$ cat src/design/stb_pkg.sv
// Shared types, command codes and constants for the soft timer bank.
`timescale 1ns / 1ps

package stb_pkg;

  localparam int NUM_TIMERS_DEF = 8;
  localparam int CMD_W          = 4;
  localparam int ID_W           = 8;
  localparam int COUNT_W        = 32;
  localparam int GRANT_W        = 4;

  localparam logic [COUNT_W-1:0] MIN_COUNT = COUNT_W'(2);
  localparam logic [COUNT_W-1:0] FF_COUNT  = COUNT_W'(1);

  typedef enum logic [CMD_W-1:0] {
    CMD_TICK         = 4'd0,
    CMD_REQUEST      = 4'd1,
    CMD_RESERVE      = 4'd2,
    CMD_RELEASE      = 4'd3,
    CMD_START        = 4'd4,
    CMD_RESTART      = 4'd5,
    CMD_FREEZE       = 4'd6,
    CMD_RESUME       = 4'd7,
    CMD_FAST_FORWARD = 4'd8,
    CMD_QUERY        = 4'd9
  } cmd_t;

  // One timer record as it sits in the state memory.
  typedef struct packed {
    logic               run;
    logic               tmo;
    logic               auto_rl;
    logic [COUNT_W-1:0] remaining;
    logic [COUNT_W-1:0] reload;
  } entry_t;

  localparam int ENTRY_W = $bits(entry_t);

  typedef struct packed {
    cmd_t               cmd;
    logic               is_alloc;
    logic [COUNT_W-1:0] start_count;
    logic               auto_reload;
  } alu_op_t;

  typedef struct packed {
    logic   status;
    entry_t entry;
  } alu_res_t;

endpackage

$ cat src/design/stb_ram.sv
// Generic single-write, single-read synchronous RAM with registered read data.
`timescale 1ns / 1ps

module stb_ram #(
  parameter int WIDTH = 8,
  parameter int DEPTH = 8,
  parameter int AW    = (DEPTH > 1) ? $clog2(DEPTH) : 1
) (
  input  logic             clk,
  input  logic             wr_en,
  input  logic [AW-1:0]    wr_addr,
  input  logic [WIDTH-1:0] wr_data,
  input  logic             rd_en,
  input  logic [AW-1:0]    rd_addr,
  output logic [WIDTH-1:0] rd_data
);

  logic [WIDTH-1:0] mem [DEPTH];

  always_ff @(posedge clk) begin
    if (wr_en) begin
      mem[wr_addr] <= wr_data;
    end
    if (rd_en) begin
      rd_data <= mem[rd_addr];
    end
  end

endmodule

$ cat src/design/stb_entry_alu.sv
// Read-modify-write update of one timer record for tick and per-timer commands.
`timescale 1ns / 1ps

module stb_entry_alu (
  input  stb_pkg::alu_op_t  op,
  input  stb_pkg::entry_t   cur,
  output stb_pkg::alu_res_t res
);

  logic [stb_pkg::COUNT_W-1:0] rem_dec;
  logic [stb_pkg::COUNT_W-1:0] ld_cnt;
  logic                        ld_aut;

  assign rem_dec = cur.remaining - stb_pkg::COUNT_W'(1);

  // Start takes count and mode from the command, restart from the record.
  always_comb begin
    if (op.cmd == stb_pkg::CMD_START) begin
      ld_cnt = op.start_count;
      ld_aut = op.auto_reload;
    end else begin
      ld_cnt = cur.reload;
      ld_aut = cur.auto_rl;
    end
    if (ld_cnt < stb_pkg::MIN_COUNT) begin
      ld_cnt = stb_pkg::MIN_COUNT;
    end
  end

  always_comb begin
    res.status = 1'b0;
    res.entry  = cur;
    case (op.cmd)
      stb_pkg::CMD_TICK: begin
        if (cur.run && (cur.remaining != '0)) begin
          res.entry.remaining = rem_dec;
          if (rem_dec == '0) begin
            res.entry.tmo = 1'b1;
            if (cur.auto_rl) begin
              res.entry.remaining = cur.reload;
            end else begin
              res.entry.run = 1'b0;
            end
          end
        end
      end
      stb_pkg::CMD_RELEASE: begin
        // The timeout flag survives a release.
        res.entry.run       = 1'b0;
        res.entry.auto_rl   = 1'b0;
        res.entry.remaining = '0;
        res.entry.reload    = '0;
      end
      stb_pkg::CMD_START, stb_pkg::CMD_RESTART: begin
        if (op.is_alloc) begin
          res.entry.remaining = ld_cnt;
          res.entry.reload    = ld_cnt;
          res.entry.auto_rl   = ld_aut;
          res.entry.tmo       = 1'b0;
          res.entry.run       = 1'b1;
        end else begin
          res.status = 1'b1;
        end
      end
      stb_pkg::CMD_FREEZE: begin
        res.entry.run = 1'b0;
      end
      stb_pkg::CMD_RESUME: begin
        if (op.is_alloc || (!cur.auto_rl && cur.tmo)) begin
          res.entry.run = 1'b1;
        end else begin
          res.status = 1'b1;
        end
      end
      stb_pkg::CMD_FAST_FORWARD: begin
        if (op.is_alloc || cur.run) begin
          res.entry.remaining = stb_pkg::FF_COUNT;
        end else begin
          res.status = 1'b1;
        end
      end
      stb_pkg::CMD_QUERY: begin
        if (cur.auto_rl) begin
          res.entry.tmo = 1'b0;
        end
      end
      default: begin
        res.status = 1'b1;
      end
    endcase
  end

endmodule

$ cat src/design/soft_timer_bank.sv
// Soft timer bank: one command per input beat, timer records kept in a RAM.
// A command on one timer passes S_READ, S_MOD and S_FIN before its result beat;
// reserve, out-of-range ids and unknown codes go straight to S_FIN; request scans in S_SCAN.
// A tick walks every record through the single RAM port pair in S_TICK.
// Throughput: one command at a time; the next beat is taken once its result is in the output register.
// Reset (rst, synchronous) clears the allocation bits and the per-record valid bits,
// so every timer reads as all zero at once; no clearing pass is needed.
`timescale 1ns / 1ps

module soft_timer_bank #(
  parameter int NUM_TIMERS = stb_pkg::NUM_TIMERS_DEF
) (
  input  logic                          clk,
  input  logic                          rst,
  input  logic                          in_valid,
  output logic                          in_ready,
  input  logic [stb_pkg::CMD_W-1:0]     command,
  input  logic [stb_pkg::ID_W-1:0]      timer_id,
  input  logic [stb_pkg::COUNT_W-1:0]   start_count,
  input  logic                          auto_reload,
  output logic                          out_valid,
  input  logic                          out_ready,
  output logic                          status,
  output logic [stb_pkg::GRANT_W-1:0]   granted_id,
  output logic                          is_running,
  output logic                          timed_out,
  output logic [stb_pkg::COUNT_W-1:0]   time_to_go
);

  // Address width of the record RAM, and a walk counter that can also hold
  // NUM_TIMERS itself to mark the end of a tick sweep.
  localparam int AW = (NUM_TIMERS > 1) ? $clog2(NUM_TIMERS) : 1;
  localparam int CW = $clog2(NUM_TIMERS + 1);
  localparam logic [stb_pkg::GRANT_W-1:0] GRANT_NONE = stb_pkg::GRANT_W'(NUM_TIMERS);
  localparam logic [stb_pkg::ID_W:0]      ID_LIMIT   = (stb_pkg::ID_W + 1)'(NUM_TIMERS);
  localparam logic [CW-1:0]               WALK_END   = CW'(NUM_TIMERS);
  localparam logic [AW-1:0]               LAST_IDX   = AW'(NUM_TIMERS - 1);

  typedef enum logic [2:0] {
    S_IDLE,
    S_SCAN,
    S_TICK,
    S_READ,
    S_MOD,
    S_FIN
  } state_t;

  state_t state;

  // Captured command beat.
  logic [stb_pkg::CMD_W-1:0]   cmd_q;
  logic [stb_pkg::ID_W-1:0]    id_q;
  logic [stb_pkg::COUNT_W-1:0] cnt_q;
  logic                        aut_q;

  // Allocation bits live in flops since request searches them.
  logic [NUM_TIMERS-1:0] alloc;
  logic [AW-1:0]         scan;

  // Tick sweep: walk issues reads, the record read on the previous cycle is
  // written back while the next one is read, so the two never collide.
  logic [CW-1:0] walk;
  logic          rd_live;
  logic [AW-1:0] wb_idx;

  // Staged result, moved to the output register when the slot frees up.
  logic                        res_status;
  logic [stb_pkg::GRANT_W-1:0] res_grant;
  logic                        res_run;
  logic                        res_tmo;
  logic [stb_pkg::COUNT_W-1:0] res_cnt;

  // RAM ports and per-record valid bits; a record never written reads as zero.
  logic                         wr_en;
  logic [AW-1:0]                wr_addr;
  logic                         rd_en;
  logic [AW-1:0]                rd_addr;
  logic [stb_pkg::ENTRY_W-1:0]  rd_data;
  logic [NUM_TIMERS-1:0]        entry_ok;
  logic                         rd_ok;
  stb_pkg::entry_t              cur;

  stb_pkg::alu_op_t  alu_op;
  stb_pkg::alu_res_t alu_res;

  logic in_range;
  logic [AW-1:0] id_idx;

  // Decisions taken on the incoming beat while idle.
  logic   reserve_ok;
  state_t idle_state_next;

  assign in_ready = (state == S_IDLE);
  assign in_range = ({1'b0, timer_id} < ID_LIMIT);
  assign id_idx   = id_q[AW-1:0];

  // Reserve is settled right away from the allocation bits.
  assign reserve_ok = (command == stb_pkg::CMD_RESERVE) && in_range &&
                      !alloc[timer_id[AW-1:0]];

  always_comb begin
    case (command)
      stb_pkg::CMD_TICK: begin
        idle_state_next = S_TICK;
      end
      stb_pkg::CMD_REQUEST: begin
        idle_state_next = S_SCAN;
      end
      stb_pkg::CMD_RELEASE, stb_pkg::CMD_START, stb_pkg::CMD_RESTART,
      stb_pkg::CMD_FREEZE, stb_pkg::CMD_RESUME, stb_pkg::CMD_FAST_FORWARD,
      stb_pkg::CMD_QUERY: begin
        idle_state_next = in_range ? S_READ : S_FIN;
      end
      default: begin
        idle_state_next = S_FIN;
      end
    endcase
  end

  assign cur = rd_ok ? stb_pkg::entry_t'(rd_data) : '0;

  always_comb begin
    alu_op.cmd         = (state == S_TICK) ? stb_pkg::CMD_TICK : stb_pkg::cmd_t'(cmd_q);
    alu_op.is_alloc    = alloc[id_idx];
    alu_op.start_count = cnt_q;
    alu_op.auto_reload = aut_q;
  end

  stb_entry_alu u_alu (
    .op  (alu_op),
    .cur (cur),
    .res (alu_res)
  );

  always_comb begin
    rd_en   = 1'b0;
    rd_addr = id_idx;
    wr_en   = 1'b0;
    wr_addr = id_idx;
    case (state)
      S_READ: begin
        rd_en = 1'b1;
      end
      S_MOD: begin
        wr_en = 1'b1;
      end
      S_TICK: begin
        rd_en   = (walk != WALK_END);
        rd_addr = walk[AW-1:0];
        wr_en   = rd_live;
        wr_addr = wb_idx;
      end
      default: begin
      end
    endcase
  end

  stb_ram #(
    .WIDTH (stb_pkg::ENTRY_W),
    .DEPTH (NUM_TIMERS),
    .AW    (AW)
  ) u_ram (
    .clk     (clk),
    .wr_en   (wr_en),
    .wr_addr (wr_addr),
    .wr_data (alu_res.entry),
    .rd_en   (rd_en),
    .rd_addr (rd_addr),
    .rd_data (rd_data)
  );

  always_ff @(posedge clk) begin
    if (rst) begin
      entry_ok <= '0;
      rd_ok    <= 1'b0;
    end else begin
      if (wr_en) begin
        entry_ok[wr_addr] <= 1'b1;
      end
      if (rd_en) begin
        rd_ok <= entry_ok[rd_addr];
      end
    end
  end

  always_ff @(posedge clk) begin
    if (rst) begin
      state     <= S_IDLE;
      out_valid <= 1'b0;
      alloc     <= '0;
      walk      <= '0;
      rd_live   <= 1'b0;
    end else begin
      // In S_FIN the output register is reloaded below instead.
      if (out_valid && out_ready && (state != S_FIN)) begin
        out_valid <= 1'b0;
      end
      case (state)
        S_IDLE: begin
          if (in_valid) begin
            cmd_q      <= command;
            id_q       <= timer_id;
            cnt_q      <= start_count;
            aut_q      <= auto_reload;
            res_status <= !reserve_ok;
            res_grant  <= reserve_ok ? stb_pkg::GRANT_W'(timer_id) : GRANT_NONE;
            res_run    <= 1'b0;
            res_tmo    <= 1'b0;
            res_cnt    <= '0;
            state      <= idle_state_next;
            case (command)
              stb_pkg::CMD_TICK: begin
                walk    <= '0;
                rd_live <= 1'b0;
              end
              stb_pkg::CMD_REQUEST: begin
                scan <= '0;
              end
              stb_pkg::CMD_RESERVE: begin
                if (reserve_ok) begin
                  alloc[timer_id[AW-1:0]] <= 1'b1;
                end
              end
              default: begin
              end
            endcase
          end
        end
        S_SCAN: begin
          // Lowest free timer wins; one allocation bit is looked at per cycle.
          if (!alloc[scan]) begin
            alloc[scan] <= 1'b1;
            res_status  <= 1'b0;
            res_grant   <= stb_pkg::GRANT_W'(scan);
            state       <= S_FIN;
          end else if (scan == LAST_IDX) begin
            state <= S_FIN;
          end else begin
            scan <= scan + AW'(1);
          end
        end
        S_TICK: begin
          if (walk != WALK_END) begin
            walk <= walk + CW'(1);
          end
          rd_live <= (walk != WALK_END);
          wb_idx  <= walk[AW-1:0];
          if ((walk == WALK_END) && !rd_live) begin
            res_status <= 1'b0;
            state      <= S_FIN;
          end
        end
        S_READ: begin
          state <= S_MOD;
        end
        S_MOD: begin
          res_status <= alu_res.status;
          if (cmd_q == stb_pkg::CMD_RELEASE) begin
            alloc[id_idx] <= 1'b0;
            res_grant     <= stb_pkg::GRANT_W'(id_q);
          end
          if (cmd_q == stb_pkg::CMD_QUERY) begin
            res_run <= cur.run;
            res_tmo <= cur.tmo;
            res_cnt <= cur.remaining;
          end
          state <= S_FIN;
        end
        S_FIN: begin
          if (!out_valid || out_ready) begin
            out_valid  <= 1'b1;
            status     <= res_status;
            granted_id <= res_grant;
            is_running <= res_run;
            timed_out  <= res_tmo;
            time_to_go <= res_cnt;
            state      <= S_IDLE;
          end
        end
        default: begin
          state <= S_IDLE;
        end
      endcase
    end
  end

`ifndef SYNTHESIS
  // The tick sweep must never read and write the same record in one cycle.
  a_no_rw_collision: assert property (@(posedge clk) disable iff (rst)
    (wr_en && rd_en) |-> (wr_addr != rd_addr))
    else $error("record RAM read and write hit the same entry");

  // A taken beat always starts work, so the input side closes right after.
  a_busy_after_accept: assert property (@(posedge clk) disable iff (rst)
    (in_valid && in_ready) |=> !in_ready)
    else $error("input still open after a beat was taken");

  // At most one timer is allocated per cycle.
  a_alloc_step: assert property (@(posedge clk) disable iff (rst)
    $countones(alloc) <= $past($countones(alloc)) + 1)
    else $error("more than one timer allocated in one cycle");

  // The sweep counter stops at the end marker.
  a_walk_bound: assert property (@(posedge clk) disable iff (rst)
    (state == S_TICK) |-> (walk <= WALK_END))
    else $error("tick sweep ran past the last timer");
`endif

endmodule
$ cat config.mk
export PLATFORM = sky130hd
export DESIGN_NAME = soft_timer_bank
export DESIGN_NICKNAME = d
export VERILOG_FILES = /design/src/design/stb_pkg.sv /design/src/design/stb_ram.sv /design/src/design/stb_entry_alu.sv /design/src/design/soft_timer_bank.sv
export SDC_FILE = /design/constraint.sdc
export NUM_CORES = 1
export LEC_CHECK = 0
export BUFFER_PORTS_ARGS = -buffer_cell sky130_fd_sc_hd__buf_2
export CELL_PAD_IN_SITES_DETAIL_PLACEMENT = 0
export CELL_PAD_IN_SITES_GLOBAL_PLACEMENT = 1
export CORE_ASPECT_RATIO = 1.4
export CORE_MARGIN = 2
export CORE_UTILIZATION = 38
export DETAILED_ROUTE_END_ITERATION = 10
export PLACE_DENSITY_LB_ADDON = 0.1
export SYNTH_ARGS = -nofsm -noshare
export SYNTH_HDL_FRONTEND = slang
export SYNTH_HIERARCHICAL = 1
export SYNTH_SLANG_ARGS = --single-unit
$ cat constraint.sdc
create_clock -name clk -period 6.6 [get_ports clk]
set_input_delay 0.66 -clock clk [delete_from_list [all_inputs] [get_ports clk]]
set_output_delay 0.66 -clock clk [all_outputs]
set_load 0.005 [all_outputs]
[Word-level counts from Yosys, hierarchy flattened]
Memory sizes are Yosys's and may differ from the RTL's. A register that Yosys moved wholly into a read port is not among the register bits.
Cells that the tools add are included.
Word-level totals
  word-level logic and storage cells: 221
  memory bits (writable): 536
  memories: 1
  register bits: 151
  bits of input ports: 49
Memory list
  u_ram.mem: words 8, width 67, read ports 1, clocked after memory_dff 1, write ports 1, RTL line stb_ram.sv:18  | logic [WIDTH-1:0] mem [DEPTH];
Operators by class
  reductions and logical operators: 44
  add/subtract/negate cells: 3
  multiplexer cells: 92
  equal/unequal tests: 41
  magnitude comparators: 11
  bitwise operators: 6
Operator list (number)
  32-bit two-way mux: 8
  67-bit two-way mux: 2
  32-bit case mux with 2 select lines: 2
  32-bit case mux with 4 select lines: 1
  8-bit two-way mux: 5
  3-bit two-way mux: 12
  4-bit by 3-bit == test with 1-bit output, second input constant: 8
  32-bit logical NOT: 1
  32-bit by 2-bit < comparator with 1-bit output, second input constant: 1
  4-bit two-way mux: 8
  32-bit nonzero test: 1
  32-bit by 1-bit subtractor with 32-bit output, second input constant: 1
  1-bit two-way mux: 28
  4-bit == test, second input constant: 6
  8-bit bitwise OR: 3
  8-bit case mux with 3 select lines: 1
  3-bit by 4-bit < comparator with 1-bit output, second input constant: 5
  3-bit case mux with 6 select lines: 1
  4-bit by 2-bit == test with 1-bit output, second input constant: 4
  2-bit inequality test, second input constant: 7
  1-bit binary-select mux with 3-bit select: 4
  1-bit demux with 3-bit select: 4
  3-bit by 1-bit >= comparator with 1-bit output, second input constant: 4
  2-bit by 1-bit inequality test with 1-bit output, second input constant: 6
  other kinds (36): 74

[Depth between registers and ports, before layout]
  word-level depth: 9
  gate-level depth with buffers: 17

[Modules after synthesis]
The synthesis kept the hierarchy.
By module, submodules not included
  stb_ram: instances 1, cells each 854, area an instance 22510.3 µm², sequential area each 18107.4 µm²
  soft_timer_bank: instances 1, cells each 521, area an instance 6577.6 µm², sequential area each 4274.1 µm²
  stb_entry_alu: instances 1, cells each 533, area an instance 3285.7 µm², sequential area each 0.0 µm²

[Worst setup path after synthesis]
OpenSTA, ideal clock, no wires.
  kind: register to register
  start: reg state[2]
  end: mem u_ram/mem[4][0] (netlist bit) (enable)
  library setup time: 0.574 ns
  setup slack: -0.012 ns
  required time: 6.026 ns
  stages on the path, launching flop included: 7
  arrival: 6.037 ns
  buffers on the path: 2
  period minus slack after synthesis: 6.612 ns
  cells stage by stage: dfxtp_1 > buf_2 > nor3b_2 > buf_2 > mux2i_1 > inv_1 > nor3_1
Between the ends
  elaborated cells between the ends (all ways): 6
  classes of those cells: eq/ne: 2; mux: 4
RTL lines
  start, declared: RTL line soft_timer_bank.sv:48  | state_t state;
  start signal, assigned: RTL line soft_timer_bank.sv:210  | state <= idle_state_next;
  3-bit by 2-bit == test with 1-bit output: RTL line soft_timer_bank.sv:140  | case (state)
  3-bit two-way mux: RTL line soft_timer_bank.sv:140
  via wr_addr[1]: RTL line soft_timer_bank.sv:75  | logic [AW-1:0] wr_addr;
  end, declared: RTL line stb_ram.sv:18
The timed path passes the listed nets, and every way through them passes these cells.

==> impl_metrics.tcl <==
set metrics [dict create \
    status "finished clean" \
    layout_min_cycle_time_ns 5.90 \
    setup_ws_ns 0.698 \
    drc_errors 0 \
    ys_seq_area_share_pct 69.1 \
    synth_nets 1964 \
    reg2reg_depth 12 \
    routedWlPerCell_um 29.1 \
    rsz0062_at_grt "no" \
    fin_nets 2054 \
    ys_ff_latch 754 \
    combPwrFrac_pct 6.3 \
    wirelength_um 91800 \
    worstSkewPairLatency_ns 0.65 \
    root_buffer "clkbuf_16" \
    synth_most_common_cell "edfxtp_1" \
    grt.total_usage_pct 21.1 \
    netlist_area_mm2 0.0324 \
    numPortBuffers 89 \
    crit_start "rd_ok" \
    slew_headroom_pct 18.1 \
    internal_power_uw 8050 \
    p_total_uw 10400 \
    drv_slew 0 \
    final_layout_size_suffix_gt1_share_pct 23.0 \
    die_area_mm2 0.0876 \
    power.density_mw_per_mm2 284 \
    hp-start "start_count[13]" \
    hold_buffers 0 \
    pwr-share-clk_pct 41.8 \
    slowest_delay_ns 0.77 \
    seq_area_mm2 0.0224 \
    p_leak_uw 0.0122 \
    n_fill_cell 7397 \
    synthTopCellsByArea "edfxtp_1, mux4_2, mux2_4" \
    cts_max_path_buffers 3 \
    multi_input_area_mm2 0.00938 \
    vias 18100 \
    r2r-start "rd_ok" \
    gp_congestion 0.863 \
    initial_core_util_pct 38.4 \
    final-hold-violation-count 0 \
    grt_pass1_wl_um 134000 \
    grt_start_max_net_pins 91 \
    switching_share_pct 22.5 \
    worstPathArrival_ns 6.23 \
    async_flop_share_pct 0 \
    vias_per_cell 5.75 \
    fmax_ghz 0.169 \
    setup-violations-final 0 \
    max-vdd-ir-drop_mv 0.305 \
    cp_cell_sequence "and2_1 > inv_1 > ha_1 > nor3b_1 > nand4_1 > o31ai_2 > nand3_1 > nor4_1 > and4_1 > buf_4 > a31oi_1 > o32ai_1" \
    rows 126 \
    synthCells 1908 \
    core_mm2 0.0843 \
    endpoint_kind "register" \
    critical_path_peak_fanout 40 \
    whs_path_depth 1 \
    worst-path-stages 12 \
    power_switching_uw 2340 \
    min_period_over_period_pct 89.4 \
    synth_top_area_share_pct 67.5 \
    die_w_um 251 \
    clk_pin_slew_ns 0.06 \
    worstSetupPathType "register to register" \
    cts_tree "built" \
    yosysWarningCount 6 \
    min_path_type "primary input to register" \
    start_kind "register" \
    areaGrowthSynthToFinish_pct 12.9 \
    drtAntennaViolNets 0 \
    overflow 0 \
    crit_buf_inv 2 \
    cp_top_family "simple AND/OR/NAND/NOR gates" \
    cts.htree.levels 3 \
    cpMaxStageDelayCell "o32ai_1" \
    dp_hpwl_um 56900 \
    cts_setup_buffers 0 \
    antenna_found_initial 2 \
    pin_count 90 \
    synth_edf_count 728 \
    die_height_um 349 \
    netlist_top_cells_count "edfxtp_1, mux4_2, and2_1" \
    clock-skew-final_ns 0.0198 \
    whs_ns 0.188 \
    synth_cell_types 82 \
    synth_ff_type "edfxtp_1" \
    grt_pass1_vias 18700 \
    synth_largest_area_cell "edfxtp_1" \
    dr.pass1.iters 5 \
    cp.required_ns 6.92 \
    p_seq_share_pct 51.9 \
    syn_area_per_cell_um2 17.0 \
    cts_resized 0 \
    drt_iter0_drc 1431 \
    cts_buffers 78 \
    dp_slack_ns 0.851 \
    max_cap_violations 0 \
    tightest_slew_ns 1.22 \
    clock_sinks 754 \
]
-- worst paths after layout --
check | to | slack (ns)
setup / recovery | u_ram/mem[3][45] | 0.70
hold / removal | cnt_q[13] | 0.19
setup reg to reg | u_ram/mem[3][45] | 0.70
hold reg to reg | time_to_go[29] | 0.42
-- state kept, by name, summed over array words and instances (netlist names), 3 cells and up --
signal	flops
cmd_q	4
res_grant	4
id_q	4
wb_idx	3
entry_ok	8
granted_id	4
cnt_q	32
scan	3
u_ram/rd_data	67
state	3
walk	4
alloc	8
time_to_go	32
res_cnt	32
u_ram/mem	536
-- cells in the final DEF, fill, tap and decap left out, types with 13 or more instances in the layout --
cell type | synthesis | final
a21oi_1 | 68 | 68
a22o_1 | 31 | 31
a31oi_1 | 21 | 21
and2_1 | 111 | 110
buf_2 | 29 | 89
buf_4 | 3 | 32
clkbuf_1 | 64 | 15
clkbuf_16 | 0 | 78
clkinv_1 | 0 | 20
dfxtp_1 | 26 | 25
edfxtp_1 | 728 | 728
inv_1 | 23 | 22
mux2_2 | 16 | 16
mux2_4 | 62 | 61
mux2i_1 | 43 | 43
mux4_1 | 16 | 16
mux4_2 | 120 | 120
nand2_1 | 70 | 70
nand3_1 | 31 | 31
nor2_1 | 86 | 79
nor2b_1 | 13 | 13
nor3_1 | 32 | 29
nor4_1 | 24 | 22
o21ai_0 | 55 | 53
o221ai_1 | 13 | 13
o22ai_1 | 15 | 15
-- worst register-to-register path, delay by kind of cell (launching register included) --
| family | cells | cell delay (ns) |
|---|---|---|
| compound gates | 3 | 1.32 |
| flops | 1 | 0.57 |
| fa+ha+maj | 1 | 0.30 |
| buf+inv | 2 | 0.61 |
| simple gates | 6 | 2.79 |
-- per-stage QoR --
step	TNS, ns	cell area [um2]	util (%)	std cells
finish	0	36500	43.3	3150
floorplan	-1.55	32400	-	1908
detailed placement	0	34100	40.4	3006
global route	0	36500	43.3	3149
global placement	0	34100	40.4	3006
CTS	0	36500	43.3	3149
-- layer usage --
metal / track usage, % / vias to the layer above / part of all wire (%)
met5: 0 / - / 0
li1: - / 7862 / -
met2: 36.8 / 547 / 51
met3: 2.81 / 131 / 4.4
met1: 27.5 / 9586 / 42
met4: 6.73 / 0 / 2.6
-- power by group through the flow --
stage	clock network, uW	registers (uW)	logic (uW)
finish	4350	5390	653
global route	4640	5400	705
CTS	4470	5390	666
detailed placement	0	5490	664
global placement	0	5490	661
floorplan	0	5470	441
-- final cells by class --
cell class | count | area share, %
multi-input combinational | 1012 | 25.7
clock buffer | 93 | 5.49
tap | 1088 | 3.72
sequential | 754 | 61.2
timing repair buffer | 129 | 2.31
inverter | 23 | 0.240
clock inverter | 50 | 1.31
antenna | 1 | 0.00685
-- cell families (layout without fill, tap and decap cells) --
kind of cell | count (synthesis) | count (layout) | share of synthesized area (%)
flip-flops | 754 | 754 | 69.1
AND/OR/NAND/NOR | 454 | 454 | 7.71
AO/OA/AOI/OAI | 286 | 286 | 5.97
multiplexers | 257 | 257 | 14.4
buffers and inverters | 142 | 295 | 2.29
adder cells (fa/ha/maj) | 8 | 8 | 0.301
XOR/XNOR | 7 | 7 | 0.189
other | 0 | 1 | 0
No activity file was read; power rests on OpenSTA's default activity.
